`config.mk`:
```
export PLATFORM = sky130hd
export DESIGN_NAME = icy_metadata_deframer_flat
export DESIGN_NICKNAME = d
export VERILOG_FILES = /design/src/hw/rtl/icy_pkg.sv /design/src/hw/rtl/icy_stream_if.sv /design/src/hw/rtl/icy_core.sv /design/src/hw/rtl/icy_resq.sv /design/src/hw/rtl/icy_metadata_deframer.sv /design/src/flat_wrapper.sv
export VERILOG_INCLUDE_DIRS = /design/src /design/src/hw/rtl
export SDC_FILE = /design/constraint.sdc
export NUM_CORES = 1
export LEC_CHECK = 0
export BUFFER_PORTS_ARGS = -buffer_cell sky130_fd_sc_hd__buf_4
export CAP_MARGIN = 0
export CORE_MARGIN = 8
export CORE_UTILIZATION = 54
export DETAILED_ROUTE_END_ITERATION = 7
export MAX_ROUTING_LAYER = met4
export PLACE_DENSITY = 0.74
export SLEW_MARGIN = 20
export SYNTH_ARGS = -nofsm -noshare
export SYNTH_HDL_FRONTEND = slang
export SYNTH_HIERARCHICAL = 1
export SYNTH_SLANG_ARGS = --single-unit
```
`constraint.sdc`:
```
create_clock -name clk -period 5.1 [get_ports clk]
set_input_delay 0.765 -clock clk [delete_from_list [all_inputs] [get_ports clk]]
set_output_delay 0.765 -clock clk [all_outputs]
set_load 0.02 [all_outputs]
```
`src/hw/rtl/assert_macros.svh`:
```
// Assertion helpers. Each use stands on a line of its own, with no trailing semicolon.
// The enclosing module must provide clk and rst_n.
`ifndef ASSERT_MACROS_SVH
`define ASSERT_MACROS_SVH

`ifndef SYNTHESIS

// Check on every clock edge outside reset.
`define ICY_ASSERT(lbl, prop, msg) \
  lbl: assert property (@(posedge clk) disable iff (!rst_n) prop) else $error(msg);

// Check on every clock edge, reset included.
`define ICY_ASSERT_ALWAYS(lbl, prop, msg) \
  lbl: assert property (@(posedge clk) prop) else $error(msg);

`else

`define ICY_ASSERT(lbl, prop, msg)
`define ICY_ASSERT_ALWAYS(lbl, prop, msg)

`endif

`endif

```
`src/hw/rtl/icy_pkg.sv`:
```
package icy_pkg;

  // Framing sizes
  localparam int LEN_SCALE_DEF = 16;
  localparam int MAX_RES       = 3;
  localparam int QUEUE_DEPTH   = 4;
  localparam int CNT_W         = $clog2(QUEUE_DEPTH + 1);
  localparam int RES_N_W       = $clog2(MAX_RES + 1);

  // Title key and closing mark
  localparam logic [3:0] KEY_LEN  = 4'd13;
  localparam logic [7:0] CH_QUOTE = 8'h27;
  localparam logic [7:0] CH_SEMI  = 8'h3B;

  // Register indexes
  localparam logic REG_META_INTERVAL = 1'b0;

  typedef enum logic [1:0] {
    KIND_AUDIO = 2'd0,
    KIND_TITLE = 2'd1,
    KIND_END   = 2'd2
  } icy_kind_t;

  typedef enum logic [1:0] {
    ST_NONE = 2'd0,
    ST_OPEN = 2'd1,
    ST_DONE = 2'd2
  } icy_status_t;

  typedef enum logic [1:0] {
    PH_SEARCH = 2'd0,
    PH_TITLE  = 2'd1,
    PH_CLOSED = 2'd2
  } icy_phase_t;

  typedef struct packed {
    icy_kind_t   kind;
    logic [7:0]  data;
    icy_status_t status;
    logic        last;
  } icy_res_t;

  typedef struct packed {
    logic             room;
    logic [CNT_W-1:0] count;
  } icy_qstat_t;

  // Characters of StreamTitle='
  function automatic logic [7:0] key_char(input logic [3:0] p);
    logic [7:0] ch;
    case (p)
      4'd0:    ch = 8'h53; // S
      4'd1:    ch = 8'h74; // t
      4'd2:    ch = 8'h72; // r
      4'd3:    ch = 8'h65; // e
      4'd4:    ch = 8'h61; // a
      4'd5:    ch = 8'h6D; // m
      4'd6:    ch = 8'h54; // T
      4'd7:    ch = 8'h69; // i
      4'd8:    ch = 8'h74; // t
      4'd9:    ch = 8'h6C; // l
      4'd10:   ch = 8'h65; // e
      4'd11:   ch = 8'h3D; // =
      4'd12:   ch = 8'h27; // quote
      default: ch = 8'h00;
    endcase
    return ch;
  endfunction

endpackage

```
`src/hw/rtl/icy_stream_if.sv`:
```
interface icy_in_if;
  logic       valid;
  logic       ready;
  logic [7:0] data_byte;

  modport source (output valid, output data_byte, input ready);
  modport sink (input valid, input data_byte, output ready);
endinterface

interface icy_out_if;
  logic       valid;
  logic       ready;
  logic [1:0] kind;
  logic [7:0] out_byte;
  logic [1:0] title_status;
  logic       last;

  modport source (output valid, output kind, output out_byte, output title_status,
                  output last, input ready);
  modport sink (input valid, input kind, input out_byte, input title_status,
                input last, output ready);
endinterface

```
`src/hw/rtl/icy_core.sv`:
```
module icy_core #(
  parameter int LEN_SCALE = icy_pkg::LEN_SCALE_DEF
) (
  input  logic                                clk,
  input  logic                                rst_n,
  input  logic                                in_fire,
  input  logic [7:0]                          data_byte,
  input  logic [23:0]                         meta_interval,
  input  logic                                cfg_load,
  input  logic [23:0]                         cfg_wdata,
  output icy_pkg::icy_res_t [icy_pkg::MAX_RES-1:0] res,
  output logic [icy_pkg::RES_N_W-1:0]         res_n
);

  localparam logic [11:0] SCALE = 12'(LEN_SCALE);

  logic [23:0]         audio_left_r, audio_left_nxt;
  logic [11:0]         block_left_r, block_left_nxt;
  logic [3:0]          pos_r, pos_nxt;
  icy_pkg::icy_phase_t phase_r, phase_nxt;
  logic                quote_r, quote_nxt;

  // Matcher state after this byte, before any block-end clear
  logic [3:0]          pos_m;
  icy_pkg::icy_phase_t phase_m;
  logic                quote_m;

  logic                is_meta, is_len, blk_end;

  assign is_meta = (block_left_r != 12'd0);
  assign is_len  = !is_meta && (meta_interval != 24'd0) && (audio_left_r == 24'd0);
  assign blk_end = (block_left_r == 12'd1);

  // Step the title matcher over one metadata byte
  always_comb begin
    logic [3:0] p;
    logic [3:0] pn;
    p       = 4'd0;
    pn      = 4'd0;
    pos_m   = pos_r;
    phase_m = phase_r;
    quote_m = quote_r;
    case (phase_r)
      icy_pkg::PH_SEARCH: begin
        p = (pos_r < icy_pkg::KEY_LEN) ? pos_r : 4'd0;
        if (data_byte == icy_pkg::key_char(p)) begin
          pn = p + 4'd1;
        end else begin
          // the key's first letter occurs nowhere else in it
          pn = (data_byte == icy_pkg::key_char(4'd0)) ? 4'd1 : 4'd0;
        end
        if (pn == icy_pkg::KEY_LEN) begin
          phase_m = icy_pkg::PH_TITLE;
          pn      = 4'd0;
        end
        pos_m = pn;
      end
      icy_pkg::PH_TITLE: begin
        if (quote_r && data_byte == icy_pkg::CH_SEMI) begin
          quote_m = 1'b0;
          phase_m = icy_pkg::PH_CLOSED;
        end else begin
          quote_m = (data_byte == icy_pkg::CH_QUOTE);
        end
      end
      default: begin
      end
    endcase
  end

  // Next state
  always_comb begin
    audio_left_nxt = audio_left_r;
    block_left_nxt = block_left_r;
    pos_nxt        = pos_r;
    phase_nxt      = phase_r;
    quote_nxt      = quote_r;
    if (is_meta) begin
      block_left_nxt = block_left_r - 12'd1;
      if (blk_end) begin
        pos_nxt   = 4'd0;
        phase_nxt = icy_pkg::PH_SEARCH;
        quote_nxt = 1'b0;
      end else begin
        pos_nxt   = pos_m;
        phase_nxt = phase_m;
        quote_nxt = quote_m;
      end
    end else if (is_len) begin
      block_left_nxt = {4'd0, data_byte} * SCALE;
      audio_left_nxt = meta_interval;
      pos_nxt        = 4'd0;
      phase_nxt      = icy_pkg::PH_SEARCH;
      quote_nxt      = 1'b0;
    end else if (meta_interval != 24'd0 && audio_left_r != 24'd0) begin
      audio_left_nxt = audio_left_r - 24'd1;
    end
  end

  // Results caused by this byte
  always_comb begin
    logic [icy_pkg::RES_N_W-1:0] n;
    icy_pkg::icy_status_t        st;
    n  = '0;
    st = icy_pkg::ST_NONE;
    for (int i = 0; i < icy_pkg::MAX_RES; i++) begin
      res[i] = '{kind: icy_pkg::KIND_AUDIO, data: 8'd0, status: icy_pkg::ST_NONE,
                 last: 1'b0};
    end
    if (is_meta) begin
      if (phase_r == icy_pkg::PH_TITLE) begin
        if (quote_r) begin
          if (data_byte != icy_pkg::CH_SEMI) begin
            res[n].kind = icy_pkg::KIND_TITLE;
            res[n].data = icy_pkg::CH_QUOTE;
            n = n + 1'b1;
            if (data_byte != icy_pkg::CH_QUOTE) begin
              res[n].kind = icy_pkg::KIND_TITLE;
              res[n].data = data_byte;
              n = n + 1'b1;
            end
          end
        end else if (data_byte != icy_pkg::CH_QUOTE) begin
          res[n].kind = icy_pkg::KIND_TITLE;
          res[n].data = data_byte;
          n = n + 1'b1;
        end
      end
      if (blk_end) begin
        case (phase_m)
          icy_pkg::PH_CLOSED: st = icy_pkg::ST_DONE;
          icy_pkg::PH_TITLE:  st = icy_pkg::ST_OPEN;
          default:            st = icy_pkg::ST_NONE;
        endcase
        // flush a held quote ahead of the block end
        if (phase_m == icy_pkg::PH_TITLE && quote_m) begin
          res[n].kind = icy_pkg::KIND_TITLE;
          res[n].data = icy_pkg::CH_QUOTE;
          n = n + 1'b1;
        end
        res[n].kind   = icy_pkg::KIND_END;
        res[n].status = st;
        n = n + 1'b1;
      end
    end else if (!is_len) begin
      res[n].kind = icy_pkg::KIND_AUDIO;
      res[n].data = data_byte;
      n = n + 1'b1;
    end
    if (n != '0) begin
      res[n - 1'b1].last = 1'b1;
    end
    res_n = n;
  end

  // State registers; a register write reloads the audio count with the new value
  always_ff @(posedge clk) begin
    if (!rst_n) begin
      audio_left_r <= 24'd0;
      block_left_r <= 12'd0;
      pos_r        <= 4'd0;
      phase_r      <= icy_pkg::PH_SEARCH;
      quote_r      <= 1'b0;
    end else if (cfg_load) begin
      audio_left_r <= cfg_wdata;
    end else if (in_fire) begin
      audio_left_r <= audio_left_nxt;
      block_left_r <= block_left_nxt;
      pos_r        <= pos_nxt;
      phase_r      <= phase_nxt;
      quote_r      <= quote_nxt;
    end
  end

endmodule

```
`src/hw/rtl/icy_resq.sv`:
```
module icy_resq (
  input  logic                                clk,
  input  logic                                rst_n,
  input  logic                                push,
  input  logic [icy_pkg::RES_N_W-1:0]         push_n,
  input  icy_pkg::icy_res_t [icy_pkg::MAX_RES-1:0] push_res,
  input  logic                                pop_ready,
  output logic                                head_valid,
  output icy_pkg::icy_res_t                   head,
  output icy_pkg::icy_qstat_t                 stat
);

  localparam int D = icy_pkg::QUEUE_DEPTH;
  localparam int W = icy_pkg::CNT_W;

  icy_pkg::icy_res_t q_r   [D];
  icy_pkg::icy_res_t q_nxt [D];
  logic [W-1:0]      count_r, count_nxt;
  logic              pop;
  logic [W-1:0]      base;
  logic [W-1:0]      add;

  assign head_valid = (count_r != '0);
  assign head       = q_r[0];
  assign pop        = head_valid && pop_ready;
  assign base       = count_r - W'(pop);
  assign add        = push ? W'(push_n) : '0;
  assign count_nxt  = base + add;

  // Room for a full burst of results from one byte
  assign stat.room  = (count_r <= W'(D - icy_pkg::MAX_RES));
  assign stat.count = count_r;

  // Shift on pop, then drop new words in behind the survivors
  always_comb begin
    logic [W-1:0] off;
    for (int i = 0; i < D; i++) begin
      off = W'(i) - base;
      if (pop && i < D - 1) begin
        q_nxt[i] = q_r[(i + 1) % D];
      end else begin
        q_nxt[i] = q_r[i];
      end
      if (W'(i) >= base && off < add) begin
        q_nxt[i] = push_res[off[icy_pkg::RES_N_W-1:0]];
      end
    end
  end

  always_ff @(posedge clk) begin
    if (!rst_n) begin
      count_r <= '0;
    end else begin
      count_r <= count_nxt;
    end
  end

  always_ff @(posedge clk) begin
    for (int i = 0; i < D; i++) begin
      q_r[i] <= q_nxt[i];
    end
  end

endmodule

```
`src/hw/rtl/icy_metadata_deframer.sv`:
```
// ICY metadata deframer.
// in_ch carries one stream byte per word; out_ch carries result words: audio
// bytes, stream title bytes and a block-end word with the title status. last
// marks the final result word of each input byte. Length bytes give no word.
// meta_interval is set over the APB port (byte address 0); pready is always
// high and writes take effect at the access cycle. Write it only while idle.
// A byte accepted at a clock edge has its result words registered into a
// four-word result queue, whose head drives out_ch.
// Throughput: one byte per cycle while each byte yields at most one word and
// out_ch.ready is high; the queue drains one word per cycle, so a byte with
// two or three words (held quote, block end) slows the input. in_ch.ready is
// high while the queue holds at most one word, leaving room for a full burst.
// Reset: meta_interval is zero, so every byte passes as audio; the matcher is
// searching and the queue is empty.
// Stall: when out_ch.ready is low the head word holds, the queue fills, and
// in_ch.ready drops; no word is lost.
`include "assert_macros.svh"

module icy_metadata_deframer #(
  parameter int LEN_SCALE = icy_pkg::LEN_SCALE_DEF
) (
  input  logic         clk,
  input  logic         rst_n,
  icy_in_if.sink       in_ch,
  icy_out_if.source    out_ch,
  input  logic         cfg_psel,
  input  logic         cfg_penable,
  input  logic         cfg_pwrite,
  input  logic [2:0]   cfg_paddr,
  input  logic [31:0]  cfg_pwdata,
  output logic [31:0]  cfg_prdata,
  output logic         cfg_pready
);

  logic [23:0]         meta_interval_r;
  logic                cfg_wr;
  logic                cfg_load;
  logic                in_fire;
  icy_pkg::icy_res_t [icy_pkg::MAX_RES-1:0] res;
  logic [icy_pkg::RES_N_W-1:0] res_n;
  icy_pkg::icy_res_t   head;
  logic                head_valid;
  icy_pkg::icy_qstat_t q_stat;

  // Register port
  assign cfg_pready = 1'b1;
  assign cfg_wr     = cfg_psel && cfg_penable && cfg_pwrite && cfg_pready;
  assign cfg_load   = cfg_wr && (cfg_paddr[2] == icy_pkg::REG_META_INTERVAL);

  always_comb begin
    cfg_prdata = 32'd0;
    if (cfg_paddr[2] == icy_pkg::REG_META_INTERVAL) begin
      cfg_prdata = {8'd0, meta_interval_r};
    end
  end

  always_ff @(posedge clk) begin
    if (!rst_n) begin
      meta_interval_r <= 24'd0;
    end else if (cfg_load) begin
      meta_interval_r <= cfg_pwdata[23:0];
    end
  end

  // Input handshake
  assign in_ch.ready = q_stat.room;
  assign in_fire     = in_ch.valid && in_ch.ready;

  icy_core #(
    .LEN_SCALE (LEN_SCALE)
  ) u_core (
    .clk           (clk),
    .rst_n         (rst_n),
    .in_fire       (in_fire),
    .data_byte     (in_ch.data_byte),
    .meta_interval (meta_interval_r),
    .cfg_load      (cfg_load),
    .cfg_wdata     (cfg_pwdata[23:0]),
    .res           (res),
    .res_n         (res_n)
  );

  icy_resq u_resq (
    .clk        (clk),
    .rst_n      (rst_n),
    .push       (in_fire),
    .push_n     (res_n),
    .push_res   (res),
    .pop_ready  (out_ch.ready),
    .head_valid (head_valid),
    .head       (head),
    .stat       (q_stat)
  );

  // Result channel
  assign out_ch.valid        = head_valid;
  assign out_ch.kind         = head.kind;
  assign out_ch.out_byte     = head.data;
  assign out_ch.title_status = head.status;
  assign out_ch.last         = head.last;

  `ICY_ASSERT(a_q_bound, q_stat.count <= icy_pkg::CNT_W'(icy_pkg::QUEUE_DEPTH), "result queue overflow")
  `ICY_ASSERT_ALWAYS(a_rst_empty, !rst_n |=> !out_ch.valid, "result word right after reset")
  `ICY_ASSERT(a_end_last, out_ch.valid && out_ch.kind == icy_pkg::KIND_END |-> out_ch.last, "block end word not last")
  `ICY_ASSERT(a_status_end, out_ch.valid && out_ch.kind != icy_pkg::KIND_END |-> out_ch.title_status == icy_pkg::ST_NONE, "status on a data word")

endmodule

```
`src/flat_wrapper.sv`:
```
// flat-port wrapper written by rule: the top's interface ports become plain ports
module icy_metadata_deframer_flat 
#(
  parameter int LEN_SCALE = icy_pkg::LEN_SCALE_DEF
)
  (clk, rst_n, cfg_psel, cfg_penable, cfg_pwrite, cfg_paddr, cfg_pwdata, cfg_prdata, cfg_pready, in_ch_valid, in_ch_data_byte, in_ch_ready, out_ch_valid, out_ch_kind, out_ch_out_byte, out_ch_title_status, out_ch_last, out_ch_ready);
  icy_in_if in_ch_i ();
  icy_out_if out_ch_i ();
  input  logic clk;
  input  logic rst_n;
  input  logic cfg_psel;
  input  logic cfg_penable;
  input  logic cfg_pwrite;
  input  logic [2:0] cfg_paddr;
  input  logic [31:0] cfg_pwdata;
  output logic [31:0] cfg_prdata;
  output logic cfg_pready;
  input wire logic [$bits(in_ch_i.valid)-1:0] in_ch_valid;
  input wire logic [$bits(in_ch_i.data_byte)-1:0] in_ch_data_byte;
  output wire logic [$bits(in_ch_i.ready)-1:0] in_ch_ready;
  output wire logic [$bits(out_ch_i.valid)-1:0] out_ch_valid;
  output wire logic [$bits(out_ch_i.kind)-1:0] out_ch_kind;
  output wire logic [$bits(out_ch_i.out_byte)-1:0] out_ch_out_byte;
  output wire logic [$bits(out_ch_i.title_status)-1:0] out_ch_title_status;
  output wire logic [$bits(out_ch_i.last)-1:0] out_ch_last;
  input wire logic [$bits(out_ch_i.ready)-1:0] out_ch_ready;
  assign in_ch_i.valid = in_ch_valid;
  assign in_ch_i.data_byte = in_ch_data_byte;
  assign in_ch_ready = in_ch_i.ready;
  assign out_ch_valid = out_ch_i.valid;
  assign out_ch_kind = out_ch_i.kind;
  assign out_ch_out_byte = out_ch_i.out_byte;
  assign out_ch_title_status = out_ch_i.title_status;
  assign out_ch_last = out_ch_i.last;
  assign out_ch_i.ready = out_ch_ready;
  icy_metadata_deframer #(.LEN_SCALE(LEN_SCALE)) u_core (.clk(clk), .rst_n(rst_n), .in_ch(in_ch_i), .out_ch(out_ch_i), .cfg_psel(cfg_psel), .cfg_penable(cfg_penable), .cfg_pwrite(cfg_pwrite), .cfg_paddr(cfg_paddr), .cfg_pwdata(cfg_pwdata), .cfg_prdata(cfg_prdata), .cfg_pready(cfg_pready));
endmodule
```
==> results by group <==
Drt
  • DRC violation count after routing: 0
  • Per-cell via count in the routed design: 5.856
  • Residual antenna-violating net count after detailed routing: 0
  • Wire length after detailed routing: 22220 µm
  • Starting DRT DRC Count: 603
  • Routed WL per cell: 16.85 µm
  • Routed vias: 7724
  • Length of the first detailed-routing pass in iterations: 5

Clock network
  • Master cell of the clock root buffer: clkbuf_16
  • Clock slew at the register clock pins of the worst setup and hold paths: 0.06 ns
  • TritonCTS clock tree: done
  • Sink Count: 122
  • CTS H-tree depth: 4
  • Largest buffer count on any clock path: 2
  • Insertion delay of the later-clocked pin in the worst-skew pair: 0.42 ns
  • Number of buffers inserted during clock tree synthesis: 17

Placement
  • Area after DPL: 0.009379 mm²
  • Final HPWL from detailed placement: 15240 µm
  • Final weighted congestion in routability-driven placement: 0.8956
  • # placed instances: 1285
  • Number of I/O port buffers: 78

Timing
  • Pins Over Slew Limit: 0
  • Final setup skew: 0.01038 ns
  • Crit path time final: 4.847 ns
  • Final number of setup-violating endpoints: 0
  • Slew Limit Headroom: 0.4502
  • Worst hold slack after final layout: 0.4931 ns
  • Top achievable clock speed: 206.3 MHz
  • Least-Margin Pin Slew: 0.8247 ns
  • Final critical-path share of the clock period: 0.9505
  • Final sum of negative setup slack: 0 ns
  • Final hold violation count: 0

Synth
  • Area fraction of the dominant cell type after synthesis: 0.1787
  • Fraction of registers with async set or reset after synthesis: 0
  • Number of enable-type register cells in the synthesized netlist: 52
  • Gate count of the mapped netlist: 1036
  • Predominant post-synthesis flop cell: dfxtp_1
  • Post-synthesis cell type with the largest combined area: edfxtp_1
  • Number of synthesis warnings: 6
  • Ranking of synthesized cells by area: edfxtp_1 (18%), dfxtp_1 (16%), nand2_1 (6.7%)
  • Cell area after synthesis: 0.008738 mm²
  • Flip-flop and latch count after synthesis: 122
  • Distinct cells, synth: 75
  • Synthesized area per cell: 8.435 µm²
  • Seq/Total Area, Yosys: 0.3391

Flow run
  • Max-capacitance violation count: 0

Final layout
  • ANT cells: 0
  • Number of non-filler instances in the completed layout: 1319
  • Ratio of cells with drive above 1 in the final layout: 0.1995
  • Net count of the finished layout: 1168
  • P&R area growth vs syn: 14.62%
  • Post-layout instance area: 0.01002 mm²

Floorplan
  • Ports: 98
  • Horiz. Die Dim: 143.2 µm
  • Die height: 143.2 µm
  • Std cell rows: 46
  • Core ar.: 0.01583 mm²
  • Die ar.: 0.02051 mm²
  • Starting utilization of the core area: 0.5521

Power and ir drop
  • Leakage power: 0.004128 µW
  • Power per Cell Area: 680.6 mW/mm²
  • Peak supply drop: 0.8354 mV
  • Total chip power: 6817 µW

Global routing
  • Global routing usage summed across all routing layers: 0.2247
  • First-pass GRT wire length: 36590 µm
  • Number of antenna violations at the first check in global routing: 0
  • Via count of the first global-routing pass: 7479
  • Pin count of the biggest net entering global routing: 92
  • Total congestion overflow after global routing: 0

Critical path
  • Start point of the critical path: u_core/u_core/pos_r[3]
  • Worst EP required: 5.21 ns
  • Max stage delay on crit path: 0.39 ns
  • Top fanout value on the critical path: 14
  • Cell seen most often among critical-path stages: nand2_1
  • Crit Reg-Reg Startpoint: u_core/u_core/pos_r[3]
  • Critical setup path kind: reg -> reg
  • Data arrival time of the critical path: 4.96 ns
  • Critical Path Sink Type: flop
  • Slowest-stage cell, CP: a221o_1
  • Sequence of cells on the critical path: nand2_1 > nand2_1 > ha_1 > o311a_1 > or3_1 > a221o_1 > nor3_4 > and4_4 > or2_2 > a21oi_1 > ha_1 > nand2_1 > a21boi_1 > inv_1 > nand2_2 > ha_1 > a2111o_1 > buf_4 > nand2_1 > buf_4
  • Setup crit start kind: flop

Status
  • Outcome: complete, no violations

Hold path
  • Min-delay worst type: reg -> reg
  • Worst Min Path Start: u_core/meta_interval_r[4]
[stage by stage]
| stage | util | worst slack, ns |
|---|---|---|
| after global placement | 0.5926 | 0.1174 |
| after detailed placement | 0.5926 | 0.07767 |
| after floorplan | - | 0.01227 |
| final | 0.6328 | 0.2525 |
| after CTS | 0.6304 | 0.03404 |
| after global routing | 0.6328 | -0.002365 |
[worst paths after layout]
| check | end | slack, ns | depth (start not counted) |
|---|---|---|---|
| min reg2reg | u_core/meta_interval_r[4] | 0.49 | 2 |
| max reg2reg | u_core/u_resq/q_r[0][10] | 0.25 | 20 |
| max | u_core/u_resq/q_r[0][10] | 0.25 | 20 |
| min | u_core/meta_interval_r[4] | 0.49 | 2 |
[cell usage after synthesis, drive strengths merged, types with 4 or more instances]
library cell  count
a21boi            5
a21oi            43
a22o             12
a31oi            15
and2             17
and2b             4
and3             10
buf              40
clkbuf           40
dfxtp            70
edfxtp           52
ha               27
inv              35
mux2             52
mux2i            46
nand2           156
nand2b            6
nand3            41
nand4             5
nor2             55
nor2b            35
nor3             29
nor4             17
o2111ai           6
o211ai           12
o21a              4
o21ai           107
or2               5
or3               5
or4               5
xnor2            12
xor2             15
[final cells by class]
cell class / instances / area (µm²)
clock buffer: 17 / 425.4
clock inverter: 15 / 172.7
sequential: 122 / 2963
fill: 1398 / 5812
tap: 216 / 270.3
timing repair buffer: 105 / 788.3
multi-input combinational: 809 / 5265
inverter: 35 / 131.4
[state kept, by name, summed over array words and instances (netlist names)]
name and flops:
u_core/u_resq/count_r 3, u_core/u_core/phase_r 2, u_core/meta_interval_r 24, u_core/u_core/block_left_r 12
u_core/u_core/audio_left_r 24, u_core/u_core/quote_r 1, u_core/u_core/pos_r 4, u_core/u_resq/q_r 52
[cell usage in the layout (no fill, tap or decap), types with 6 or more instances in the layout]
cell,count
clkbuf_16,17
a31oi_1,15
and2_1,17
conb_1,13
ha_1,27
mux2_4,9
edfxtp_1,52
mux2i_1,46
nor3_1,24
inv_1,34
o21ai_0,98
mux2_2,43
nand3_1,41
nor2_1,54
xor2_1,15
dfxtp_1,70
xnor2_1,12
a22o_1,12
nor4_1,11
and3_1,10
o21ai_1,8
buf_4,105
o2111ai_1,6
a21oi_1,43
nor2b_1,35
nand2b_1,6
nand2_1,155
o211ai_1,12
[power breakdown]
group | leakage [µW] | switching, µW | internal (µW) | total [µW]
combinational | 0.00279 | 2380 | 1510 | 3890
sequential | 0.00106 | 161 | 1540 | 1700
clock | 0.000281 | 465 | 767 | 1230
total | 0.00413 | 3010 | 3810 | 6820
[metal layers]
metal / GRT usage / share of wire / routed length, µm
met3: 0.03606 / 0.057 / 1261
met4: 0.08356 / 0.021 / 461
met1: 0.2794 / 0.45 / 9920
met2: 0.3621 / 0.48 / 10580
met5: - / 0 / 0
[logic make-up after synthesis]
logic type / synth area share
AND/OR/NAND/NOR: 0.2311
other: 0.001289
AO/OA/AOI/OAI: 0.1708
multiplexers: 0.1236
buffers and inverters: 0.06615
flip-flops: 0.3391
adder cells (fa/ha/maj): 0.04095
XOR/XNOR: 0.02706
[what timing repair did]
action | 4_1_cts | 5_1_grt
setup endpoints to repair | 0 | 76
hold buffers | 0 | 0
buffers inserted | 0 | 2
resized for setup | 0 | 6
[worst max-delay path: cells and delay by family, from the launching register on]
family,cells,cell delay [ns]
DFF,1,0.31
AOI/OAI and AO/OA,5,1.37
and+or+nand+nor,9,1.53
adders and majority gates,3,0.77
buffers and inverters,3,0.53
Note: power is estimated with default switching activity, not from simulation.
